## config.mk

```make
export PLATFORM = sky130hd
export DESIGN_NAME = jpeg_restart_interval_tiler_top
export DESIGN_NICKNAME = d
export VERILOG_FILES = /design/src/rtl/jrit_pkg.sv /design/src/rtl/jpeg_restart_interval_tiler_top.sv
export VERILOG_INCLUDE_DIRS = /design/src /design/src/rtl
export SDC_FILE = /design/constraint.sdc
export NUM_CORES = 1
export LEC_CHECK = 0
export BUFFER_PORTS_ARGS = -buffer_cell sky130_fd_sc_hd__buf_2
export CAP_MARGIN = 20
export CORE_MARGIN = 3
export CORE_UTILIZATION = 66
export DETAILED_ROUTE_END_ITERATION = 12
export PLACE_DENSITY = 0.85
export SLEW_MARGIN = 20
export SYNTH_ARGS = -nofsm -noshare
export SYNTH_HDL_FRONTEND = slang
export SYNTH_SLANG_ARGS = --single-unit
```

## constraint.sdc

```tcl
create_clock -name clk -period 11.4 [get_ports clk]
set_clock_uncertainty 0.2 [all_clocks]
set_input_delay 1.71 -clock clk [delete_from_list [all_inputs] [get_ports clk]]
set_output_delay 1.71 -clock clk [all_outputs]
set_load 0.02 [all_outputs]
```

## src/rtl/jpeg_restart_interval_tiler_top_assert.svh

```systemverilog
// Assertion macros for the restart interval tiler.
`ifndef JPEG_RESTART_INTERVAL_TILER_TOP_ASSERT_SVH
`define JPEG_RESTART_INTERVAL_TILER_TOP_ASSERT_SVH

// same-cycle implication, disabled while reset is asserted
`define JRIT_ASSERT_IMPLY(label, clk, rst_n, a, b) \
	label: assert property (@(posedge clk) disable iff (!(rst_n)) (a) |-> (b)) \
		else $error("tiler assertion failed");

// next-cycle implication, disabled while reset is asserted
`define JRIT_ASSERT_NEXT(label, clk, rst_n, a, b) \
	label: assert property (@(posedge clk) disable iff (!(rst_n)) (a) |=> (b)) \
		else $error("tiler assertion failed");

`endif

```

## src/rtl/jrit_pkg.sv

```systemverilog
// Types and constants of the restart interval tiler.
package jrit_pkg;

	typedef struct packed {
		logic [7:0] in_byte;
		logic       end_of_file;
	} in_item_t;

	typedef struct packed {
		logic [7:0] out_byte;
		logic [4:0] tile_index;
		logic       to_all_tiles;
		logic       final_byte;
	} out_item_t;

	typedef enum logic [3:0] {
		PH_HEADER  = 4'b0001,
		PH_SCANHDR = 4'b0010,
		PH_ENTROPY = 4'b0100,
		PH_DONE    = 4'b1000
	} phase_t;

	typedef enum logic [2:0] {
		CFG_TILE_WIDTH    = 3'd0,
		CFG_TILE_HEIGHT   = 3'd1,
		CFG_TILE_COLUMNS  = 3'd2,
		CFG_TILE_ROWS     = 3'd3,
		CFG_INTERVALS     = 3'd4,
		CFG_MCU_ROWS      = 3'd5,
		CFG_SCAN_HDR_LEN  = 3'd6
	} cfg_index_t;

	localparam logic [7:0] MK_FF   = 8'hFF;
	localparam logic [7:0] MK_SOS  = 8'hDA;
	localparam logic [7:0] MK_SOF0 = 8'hC0;
	localparam logic [7:0] MK_RST0 = 8'hD0;
	localparam logic [7:0] MK_RST7 = 8'hD7;
	localparam logic [7:0] MK_EOI  = 8'hD9;

	localparam logic [3:0] SOF_HEIGHT_HI = 4'd4;
	localparam logic [3:0] SOF_HEIGHT_LO = 4'd5;
	localparam logic [3:0] SOF_WIDTH_HI  = 4'd6;
	localparam logic [3:0] SOF_WIDTH_LO  = 4'd7;

	localparam int FIFO_DEPTH = 4;

endpackage

```

## src/rtl/jpeg_restart_interval_tiler_top.sv

```systemverilog
// Restart interval tiler: splits a JPEG byte stream into tile streams.
//
// Source bytes arrive on byte_valid/byte_stall/byte_item, one request per
// byte with end_of_file on the last byte. Tagged output bytes leave on
// result_valid/result_stall/result_item, each naming a tile or all tiles.
// The user must write registers on cfg_valid/cfg_ready/cfg_index/cfg_data
// only while the block is idle (not enforced); cfg_ready is always high.
//
// An accepted byte is registered in item_s1 and decoded there; its
// results are written into the output queue when the byte issues and
// are offered from there. Each byte yields zero to three results; the
// queue holds four entries and the decoded byte issues once it has room
// for all of them. One byte per cycle is sustained while bytes give at
// most one result each and the receiver does not stall; a byte that
// gives more can stall the source until the single port drains the queue.
//
// Reset empties the queue and returns stream state and registers to their
// defaults. A stalled receiver fills the queue, after which byte_stall
// rises until entries drain.
`include "jpeg_restart_interval_tiler_top_assert.svh"

module jpeg_restart_interval_tiler_top #(
	parameter int MAX_TILES = 32
) (
	input  logic               clk,
	input  logic               arst_n,
	input  logic               byte_valid,
	output logic               byte_stall,
	input  jrit_pkg::in_item_t byte_item,
	output logic               result_valid,
	input  logic               result_stall,
	output jrit_pkg::out_item_t result_item,
	input  logic               cfg_valid,
	output logic               cfg_ready,
	input  logic [2:0]         cfg_index,
	input  logic [15:0]        cfg_data
);
	import jrit_pkg::*;

	localparam int NUM_RST = (MAX_TILES < 32) ? MAX_TILES : 32;
	localparam int RIDX_W = (NUM_RST > 1) ? $clog2(NUM_RST) : 1;
	localparam logic [4:0] TILE_LIMIT = 5'(NUM_RST - 1);

	logic [15:0] tile_width_q, tile_height_q;
	logic [5:0]  tile_columns_q, tile_rows_q;
	logic [13:0] intervals_q, mcu_rows_q;
	logic [7:0]  scan_hdr_len_q;

	logic        valid_s1;
	in_item_t    item_s1;

	phase_t      phase_q, phase_d;
	logic        pend_ff_q, pend_ff_d;
	logic [3:0]  pos_q, pos_d;
	logic        rewritten_q, rewritten_d;
	logic [7:0]  shl_q, shl_d;
	logic [13:0] iv_q, iv_d;
	logic [4:0]  col_q, col_d;
	logic [13:0] mrow_q, mrow_d;
	logic [4:0]  row_q, row_d;
	logic [2:0]  rst_num_q [NUM_RST];

	out_item_t   fifo_q [FIFO_DEPTH];
	logic [1:0]  rd_ptr_q, wr_ptr_q;
	logic [2:0]  count_q;

	out_item_t   res [3];
	logic [1:0]  n_res;
	logic        rst_wr, rst_clr;
	logic        issue, accept, pop;

	logic [11:0] idx_full;
	logic [4:0]  tile_now;
	logic [RIDX_W-1:0] ridx;
	logic [2:0]  rn;
	logic [13:0] iv_inc, mrow_inc;
	logic [5:0]  col_inc, top6;
	logic [4:0]  top5;
	logic [7:0]  b;
	logic        eof, was_ff;

	function automatic out_item_t mk(input logic [7:0] v, input logic [4:0] t,
			input logic all, input logic fin);
		out_item_t r;
		r.out_byte = v;
		r.tile_index = all ? 5'd0 : t;
		r.to_all_tiles = all;
		r.final_byte = fin;
		return r;
	endfunction

	assign cfg_ready = 1'b1;

	always_ff @(posedge clk or negedge arst_n) begin
		if (!arst_n) begin
			tile_width_q <= 16'd1280;
			tile_height_q <= 16'd768;
			tile_columns_q <= 6'd4;
			tile_rows_q <= 6'd5;
			intervals_q <= 14'd20;
			mcu_rows_q <= 14'd96;
			scan_hdr_len_q <= 8'd8;
		end else if (cfg_valid && cfg_ready) begin
			case (cfg_index)
				CFG_TILE_WIDTH:   tile_width_q <= cfg_data;
				CFG_TILE_HEIGHT:  tile_height_q <= cfg_data;
				CFG_TILE_COLUMNS: tile_columns_q <= cfg_data[5:0];
				CFG_TILE_ROWS:    tile_rows_q <= cfg_data[5:0];
				CFG_INTERVALS:    intervals_q <= cfg_data[13:0];
				CFG_MCU_ROWS:     mcu_rows_q <= cfg_data[13:0];
				CFG_SCAN_HDR_LEN: scan_hdr_len_q <= cfg_data[7:0];
				default: ;
			endcase
		end
	end

	assign b = item_s1.in_byte;
	assign eof = item_s1.end_of_file;
	assign was_ff = pend_ff_q;

	assign idx_full = 12'(col_q) + 12'(row_q * tile_columns_q);
	assign tile_now = (idx_full > 12'(TILE_LIMIT)) ? TILE_LIMIT : idx_full[4:0];
	assign ridx = tile_now[RIDX_W-1:0];
	assign rn = rst_num_q[ridx];

	assign iv_inc = iv_q + 14'd1;
	assign mrow_inc = mrow_q + 14'd1;
	assign col_inc = {1'b0, col_q} + 6'd1;
	assign top6 = (tile_rows_q == 6'd0) ? 6'd0 : tile_rows_q - 6'd1;
	assign top5 = (top6 > 6'd31) ? 5'd31 : top6[4:0];

	always_comb begin
		logic adv, scan;
		logic [7:0] o;
		adv = 1'b0;
		scan = 1'b0;
		o = b;
		phase_d = phase_q;
		pend_ff_d = pend_ff_q;
		pos_d = pos_q;
		rewritten_d = rewritten_q;
		shl_d = shl_q;
		iv_d = iv_q;
		col_d = col_q;
		mrow_d = mrow_q;
		row_d = row_q;
		rst_wr = 1'b0;
		rst_clr = 1'b0;
		n_res = 2'd0;
		for (int k = 0; k < 3; k++) begin
			res[k] = mk(8'd0, 5'd0, 1'b0, 1'b0);
		end

		case (phase_q)
			PH_HEADER: begin
				if (pos_q != 4'd0) begin
					case (pos_q)
						SOF_HEIGHT_HI: o = tile_height_q[15:8];
						SOF_HEIGHT_LO: o = tile_height_q[7:0];
						SOF_WIDTH_HI:  o = tile_width_q[15:8];
						SOF_WIDTH_LO:  o = tile_width_q[7:0];
						default:       o = b;
					endcase
					pos_d = (pos_q >= SOF_WIDTH_LO) ? 4'd0 : pos_q + 4'd1;
				end
				res[n_res] = mk(o, 5'd0, 1'b1, was_ff && b == MK_EOI);
				n_res = n_res + 2'd1;
				pend_ff_d = (b == MK_FF);
				if (was_ff && b == MK_SOS) begin
					scan = 1'b1;
				end else if (was_ff && b == MK_EOI) begin
					phase_d = PH_DONE;
					pos_d = 4'd0;
					pend_ff_d = 1'b0;
				end else if (was_ff && b == MK_SOF0 && pos_q == 4'd0 && !rewritten_q) begin
					pos_d = 4'd1;
					rewritten_d = 1'b1;
				end
			end
			PH_SCANHDR: begin
				res[n_res] = mk(b, 5'd0, 1'b1, 1'b0);
				n_res = n_res + 2'd1;
				pend_ff_d = 1'b0;
				shl_d = (shl_q != 8'd0) ? shl_q - 8'd1 : 8'd0;
				if (shl_d == 8'd0) begin
					phase_d = PH_ENTROPY;
				end
			end
			PH_ENTROPY: begin
				if (!was_ff) begin
					if (b == MK_FF) begin
						pend_ff_d = 1'b1;
					end else begin
						res[n_res] = mk(b, tile_now, 1'b0, 1'b0);
						n_res = n_res + 2'd1;
					end
				end else if (eof && b != MK_EOI) begin
					pend_ff_d = 1'b0;
				end else if (b >= MK_RST0 && b <= MK_RST7) begin
					res[0] = mk(MK_FF, tile_now, 1'b0, 1'b0);
					res[1] = mk(MK_RST0 + 8'(rn), tile_now, 1'b0, 1'b0);
					n_res = 2'd2;
					rst_wr = 1'b1;
					adv = 1'b1;
					pend_ff_d = 1'b0;
				end else if (b == MK_SOS) begin
					res[0] = mk(MK_FF, 5'd0, 1'b1, 1'b0);
					res[1] = mk(MK_SOS, 5'd0, 1'b1, 1'b0);
					n_res = 2'd2;
					scan = 1'b1;
				end else if (b == MK_EOI) begin
					res[0] = mk(MK_FF, 5'd0, 1'b1, 1'b0);
					res[1] = mk(MK_EOI, 5'd0, 1'b1, 1'b1);
					n_res = 2'd2;
					phase_d = PH_DONE;
					pend_ff_d = 1'b0;
				end else if (b == MK_FF) begin
					res[0] = mk(MK_FF, tile_now, 1'b0, 1'b0);
					n_res = 2'd1;
				end else begin
					res[0] = mk(MK_FF, tile_now, 1'b0, 1'b0);
					res[1] = mk(b, tile_now, 1'b0, 1'b0);
					n_res = 2'd2;
					pend_ff_d = 1'b0;
				end
			end
			default: ;
		endcase

		if (adv) begin
			if (iv_inc < intervals_q) begin
				iv_d = iv_inc;
			end else begin
				iv_d = 14'd0;
				if (col_inc < tile_columns_q && col_inc <= 6'd31) begin
					col_d = col_inc[4:0];
				end else begin
					col_d = 5'd0;
					if (mrow_inc < mcu_rows_q) begin
						mrow_d = mrow_inc;
					end else begin
						mrow_d = 14'd0;
						row_d = (row_q < top5) ? row_q + 5'd1 : top5;
					end
				end
			end
		end

		if (scan) begin
			iv_d = 14'd0;
			col_d = 5'd0;
			mrow_d = 14'd0;
			row_d = 5'd0;
			rst_clr = 1'b1;
			shl_d = scan_hdr_len_q;
			phase_d = (scan_hdr_len_q != 8'd0) ? PH_SCANHDR : PH_ENTROPY;
			pos_d = 4'd0;
			pend_ff_d = 1'b0;
		end

		if (eof) begin
			if (phase_d != PH_DONE) begin
				res[n_res] = mk(MK_FF, 5'd0, 1'b1, 1'b0);
				res[n_res + 2'd1] = mk(MK_EOI, 5'd0, 1'b1, 1'b1);
				n_res = n_res + 2'd2;
			end
			phase_d = PH_HEADER;
			pend_ff_d = 1'b0;
			pos_d = 4'd0;
			rewritten_d = 1'b0;
			shl_d = 8'd0;
			iv_d = 14'd0;
			col_d = 5'd0;
			mrow_d = 14'd0;
			row_d = 5'd0;
			rst_clr = 1'b1;
		end
	end

	assign issue = valid_s1 && ((count_q + 3'(n_res)) <= 3'(FIFO_DEPTH));
	assign byte_stall = valid_s1 && !issue;
	assign accept = byte_valid && !byte_stall;
	assign result_valid = (count_q != 3'd0);
	assign result_item = fifo_q[rd_ptr_q];
	assign pop = result_valid && !result_stall;

	always_ff @(posedge clk or negedge arst_n) begin
		if (!arst_n) begin
			valid_s1 <= 1'b0;
		end else if (accept) begin
			valid_s1 <= 1'b1;
		end else if (issue) begin
			valid_s1 <= 1'b0;
		end
	end

	always_ff @(posedge clk) begin
		if (accept) begin
			item_s1 <= byte_item;
		end
	end

	always_ff @(posedge clk or negedge arst_n) begin
		if (!arst_n) begin
			phase_q <= PH_HEADER;
			pend_ff_q <= 1'b0;
			pos_q <= 4'd0;
			rewritten_q <= 1'b0;
			shl_q <= 8'd0;
			iv_q <= 14'd0;
			col_q <= 5'd0;
			mrow_q <= 14'd0;
			row_q <= 5'd0;
			for (int k = 0; k < NUM_RST; k++) begin
				rst_num_q[k] <= 3'd0;
			end
		end else if (issue) begin
			phase_q <= phase_d;
			pend_ff_q <= pend_ff_d;
			pos_q <= pos_d;
			rewritten_q <= rewritten_d;
			shl_q <= shl_d;
			iv_q <= iv_d;
			col_q <= col_d;
			mrow_q <= mrow_d;
			row_q <= row_d;
			if (rst_clr) begin
				for (int k = 0; k < NUM_RST; k++) begin
					rst_num_q[k] <= 3'd0;
				end
			end else if (rst_wr) begin
				rst_num_q[ridx] <= rn + 3'd1;
			end
		end
	end

	always_ff @(posedge clk or negedge arst_n) begin
		if (!arst_n) begin
			rd_ptr_q <= 2'd0;
			wr_ptr_q <= 2'd0;
			count_q <= 3'd0;
		end else begin
			if (pop) begin
				rd_ptr_q <= rd_ptr_q + 2'd1;
			end
			if (issue) begin
				wr_ptr_q <= wr_ptr_q + n_res;
			end
			count_q <= count_q + (issue ? 3'(n_res) : 3'd0) - (pop ? 3'd1 : 3'd0);
		end
	end

	always_ff @(posedge clk) begin
		if (issue) begin
			for (int k = 0; k < 3; k++) begin
				if (2'(k) < n_res) begin
					fifo_q[wr_ptr_q + 2'(k)] <= res[k];
				end
			end
		end
	end

	`JRIT_ASSERT_IMPLY(a_queue_bound, clk, arst_n, 1'b1, count_q <= 3'(FIFO_DEPTH))
	`JRIT_ASSERT_IMPLY(a_final_is_bcast, clk, arst_n, result_valid && result_item.final_byte,
		result_item.to_all_tiles)
	`JRIT_ASSERT_IMPLY(a_bcast_tile0, clk, arst_n, result_valid && result_item.to_all_tiles,
		result_item.tile_index == 5'd0)
	`JRIT_ASSERT_NEXT(a_eof_resets, clk, arst_n, issue && item_s1.end_of_file,
		phase_q == PH_HEADER && !pend_ff_q && !rewritten_q)

endmodule
```

==> summary.txt <==
run status -> complete, no violations
CTS tree -> built
Power Density -> 253 nW/um2
Port Buffers -> 49
Hold WS -> 0.259 ns
Slew Viols, Final -> 0
pre-CTS WS -> 4.40 ns
internal power -> 0.00282 W
CTS sink cnt -> 309
peak supply drop -> 0.286 mV
RSZ-0062 raised after global routing -> no
maximum number of pins on one net before global-route repair -> 90
NumNets Final -> 2033
first-pass GRT wire length -> 79.0 mm
Worst EP required -> 11.67 ns
CP arrival -> 7.43 ns
site row count -> 60
First DRT Iteration DRCs -> 1894
setup TNS -> 0 ns
Post-synth EDFFs -> 49
drt wl/cell -> 21.1 um
Root Driver -> clkbuf_16
final worst slack -> 4.24 ns
final hold violations -> 0
met1 Track Usage GR -> 42.4%
total global routing overflow -> 0
placed cells -> 2237
min-delay worst type -> reg2reg
total track usage -> 32.0%
Placement Cell Area -> 19100 um2
Synth-to-Final Area Change -> 8.63%
Cells after Synth -> 1899
#FFs+latches synth -> 309
I/O pins -> 51
die height -> 174 um
via count -> 15243
fin area -> 20300 um2
ys flop type -> dfrtp_1
Final setup viols -> 0
share of layout cells above drive strength 1 -> 16.7%
CP Capture Type -> flop
Startpoint Class -> flop
register area share after synthesis -> 42.3%
hold_buf cts -> 0
Least-Margin Pin Slew -> 1.08 ns
Core Box Area -> 27400 um2
maxcap violations -> 0
Lkg Pwr -> 8.71 nW
vias per cell -> 6.62
post-synth net total -> 2031
Inserted Clock Buffers -> 34
busiest grt layer -> met2
final WL -> 48.6 mm
latest clock arrival within the worst-skew pair -> 0.53 ns
HPWL after DPL -> 33.5 mm
gp weighted congestion -> 0.950
Switch Pwr -> 0.00231 W
1st-pass router iterations -> 7
CTS clk-pin slew, worst paths -> 0.06 ns
DRC viols -> 0
fin crit share -> 62.8%
DIE AREA -> 30400 um2
met3 GRT Util -> 4.96%
Die X -> 174 um
H-tree Lvls -> 2
Clk pwr share -> 23.0%
initial antenna violation count -> 4
post_cts resized -> 0
Fillers -> 1834
met2 Use GR -> 52.5%
post-route ant nets -> 0
Synth async-reset ratio -> 77.7%
sw frac -> 45.0%
CP max FO -> 17
CTS Buffer Depth -> 3
Layout Cells excl Fill -> 2301
Flop pwr share -> 30.7%
Starting Density -> 68.2%
synthesized area per cell -> 9.84 um2
Min Clock Period, post-route -> 7.16 ns
max frequency -> 0.140 GHz
Mapped Area -> 18700 um2
post-synth cell types -> 107
number of global-route vias before repair -> 15079
post-CTS setup buffers -> 0
Syn. warnings -> 0
crit path kind -> reg2reg
Rel. slew slack -> 27.3%
combinational share of power -> 46.3%
[registers in the layout, indices dropped and copies added, names as in the netlist, 5 cells and up]
signal          flops
mrow_q             14
tile_rows_q         6
scan_hdr_len_q      8
tile_width_q       16
shl_q               8
rst_num_q          96
tile_columns_q      6
intervals_q        14
tile_height_q      16
col_q               5
b                   8
iv_q               14
fifo_q             60
row_q               5
mcu_rows_q         14
[cell usage after synthesis, drive strengths merged, types with 5 or more instances]
cell / instances / area share, %
dfrtp: 227 / 30
mux2: 67 / 4.0
o211ai: 5 / 0.23
xnor2: 24 / 1.2
inv: 92 / 1.8
o21ai: 191 / 5.3
nand4: 13 / 0.44
or4: 7 / 0.30
nor3: 55 / 1.6
mux4: 37 / 4.5
a31oi: 8 / 0.27
nand3: 43 / 1.3
ha: 80 / 5.4
a21o: 12 / 0.48
and3: 21 / 0.73
mux2i: 43 / 2.3
o2bb2ai: 13 / 0.64
buf: 38 / 1.3
edfxtp: 49 / 7.9
nand2: 254 / 5.1
dfstp: 13 / 1.8
or2: 9 / 0.30
fa: 19 / 2.0
a21oi: 113 / 3.1
nor2b: 17 / 0.57
nor4: 7 / 0.35
a32oi: 6 / 0.32
a221o: 10 / 0.54
nand2b: 36 / 1.2
a22o: 14 / 0.66
o21a: 9 / 0.36
a211oi: 14 / 0.70
o31ai: 13 / 0.58
o41ai: 5 / 0.27
and2: 24 / 0.83
xor2: 17 / 0.80
or3: 13 / 0.49
a22oi: 19 / 0.76
a31o: 7 / 0.33
clkbuf: 64 / 1.3
o22ai: 6 / 0.20
nor2: 110 / 2.3
dfxtp: 20 / 2.1
[worst max-delay path: stages, from the launching register on]
cell      delay, ns
dfstp_2        0.59
nand2_1        0.09
fa_1           0.55
inv_1          0.06
fa_1           0.54
inv_1          0.06
fa_1           0.52
inv_1          0.04
ha_1           0.33
and2_1         0.17
a221o_1        0.37
or3_1          0.37
a211oi_2       0.30
and3_1         0.55
nand3_1        0.42
o21ai_1        0.35
inv_1          0.08
ha_1           0.78
inv_1          0.42
nor2_1         0.19
a31o_2         0.12
[final cells by class]
cell class                      instances  area [um2]  share of cell area, %
Clock buffer                           42         942                   4.64
Antenna cell                            2        5.00                 0.0247
Clock inverter                         20         259                   1.28
Inverter                               93         349                   1.72
Timing Repair Buffer                   68         398                   1.96
Multi-Input combinational cell       1395        9980                   49.2
Sequential cell                       309        7890                   38.9
Tap cell                              372         465                   2.29
[through the flow]
stage	total power (W)	utilization, %
after detailed placement	0.00388	69.6
after floorplan	0.00323	-
after global routing	0.00539	74.1
after global placement	0.00381	69.6
after CTS	0.00507	74.0
final	0.00513	74.1
[routing by layer]
| metal | routed length (um) | up-vias | share of wire [%] |
|---|---|---|---|
| met4 | 2260 | 0 | 4.6 |
| met1 | 19400 | 7456 | 40 |
| met3 | 3660 | 177 | 7.5 |
| met5 | 0 | - | 0 |
| met2 | 23400 | 761 | 48 |
| li1 | - | 6849 | - |
[cell usage in the layout, fill, tap and decap left out, drive strengths merged, types with 9 or more instances in the layout]
cell type / synthesis / final
a221o: 10 / 10
nand2: 254 / 254
dfxtp: 20 / 20
o21ai: 191 / 191
o31ai: 13 / 13
nand2b: 36 / 36
and2: 24 / 24
dfrtp: 227 / 227
a21o: 12 / 12
nor3: 55 / 55
clkinv: 1 / 11
a22o: 14 / 14
or2: 9 / 9
xor2: 17 / 17
nor2b: 17 / 17
ha: 80 / 80
mux2i: 43 / 43
o2bb2ai: 13 / 13
xnor2: 24 / 24
nand3: 43 / 43
mux2: 67 / 67
nand4: 13 / 13
clkbuf: 64 / 42
buf: 38 / 68
a22oi: 19 / 19
a211oi: 14 / 14
o21a: 9 / 9
edfxtp: 49 / 49
dfstp: 13 / 13
mux4: 37 / 37
and3: 21 / 21
nor2: 110 / 110
a21oi: 113 / 113
or3: 13 / 13
fa: 19 / 19
inv: 92 / 92
[power by group through the flow]
stage	Combinational, W	Sequential, W	Clock, W
after floorplan	0.00176	0.00147	0
after global placement	0.00224	0.00157	0
after detailed placement	0.00229	0.00159	0
after CTS	0.00232	0.00157	0.00118
after global routing	0.00256	0.00160	0.00123
final	0.00238	0.00157	0.00118
[cell families (layout without fill, tap and decap cells)]
group / count (synthesis) / count (layout) / synth area share [%]
AO/OA/AOI/OAI: 476 / 476 / 16.4
multiplexers: 147 / 147 / 10.8
XOR/XNOR: 41 / 41 / 1.96
other: 1 / 3 / 0.0201
buffers and inverters: 195 / 223 / 4.50
adder cells (fa/ha/maj): 99 / 99 / 7.39
flip-flops: 309 / 309 / 42.3
AND/OR/NAND/NOR: 631 / 631 / 16.7
[path summary, 6_finish.rpt]
check	from	to	slack (ns)	depth (start not counted)
min in group asynchronous	arst_n	rst_num_q[71]	0.98	1
setup reg to reg	tile_columns_q[2]	rst_num_q[82]	4.24	20
hold reg to reg	fifo_q[3][5]	fifo_q[3][5]	0.26	2
hold / removal	fifo_q[3][5]	fifo_q[3][5]	0.26	2
max in group asynchronous	arst_n	mrow_q[13]	7.61	3
setup / recovery	tile_columns_q[2]	rst_num_q[82]	4.24	20
(Power assumes the default switching activity.)
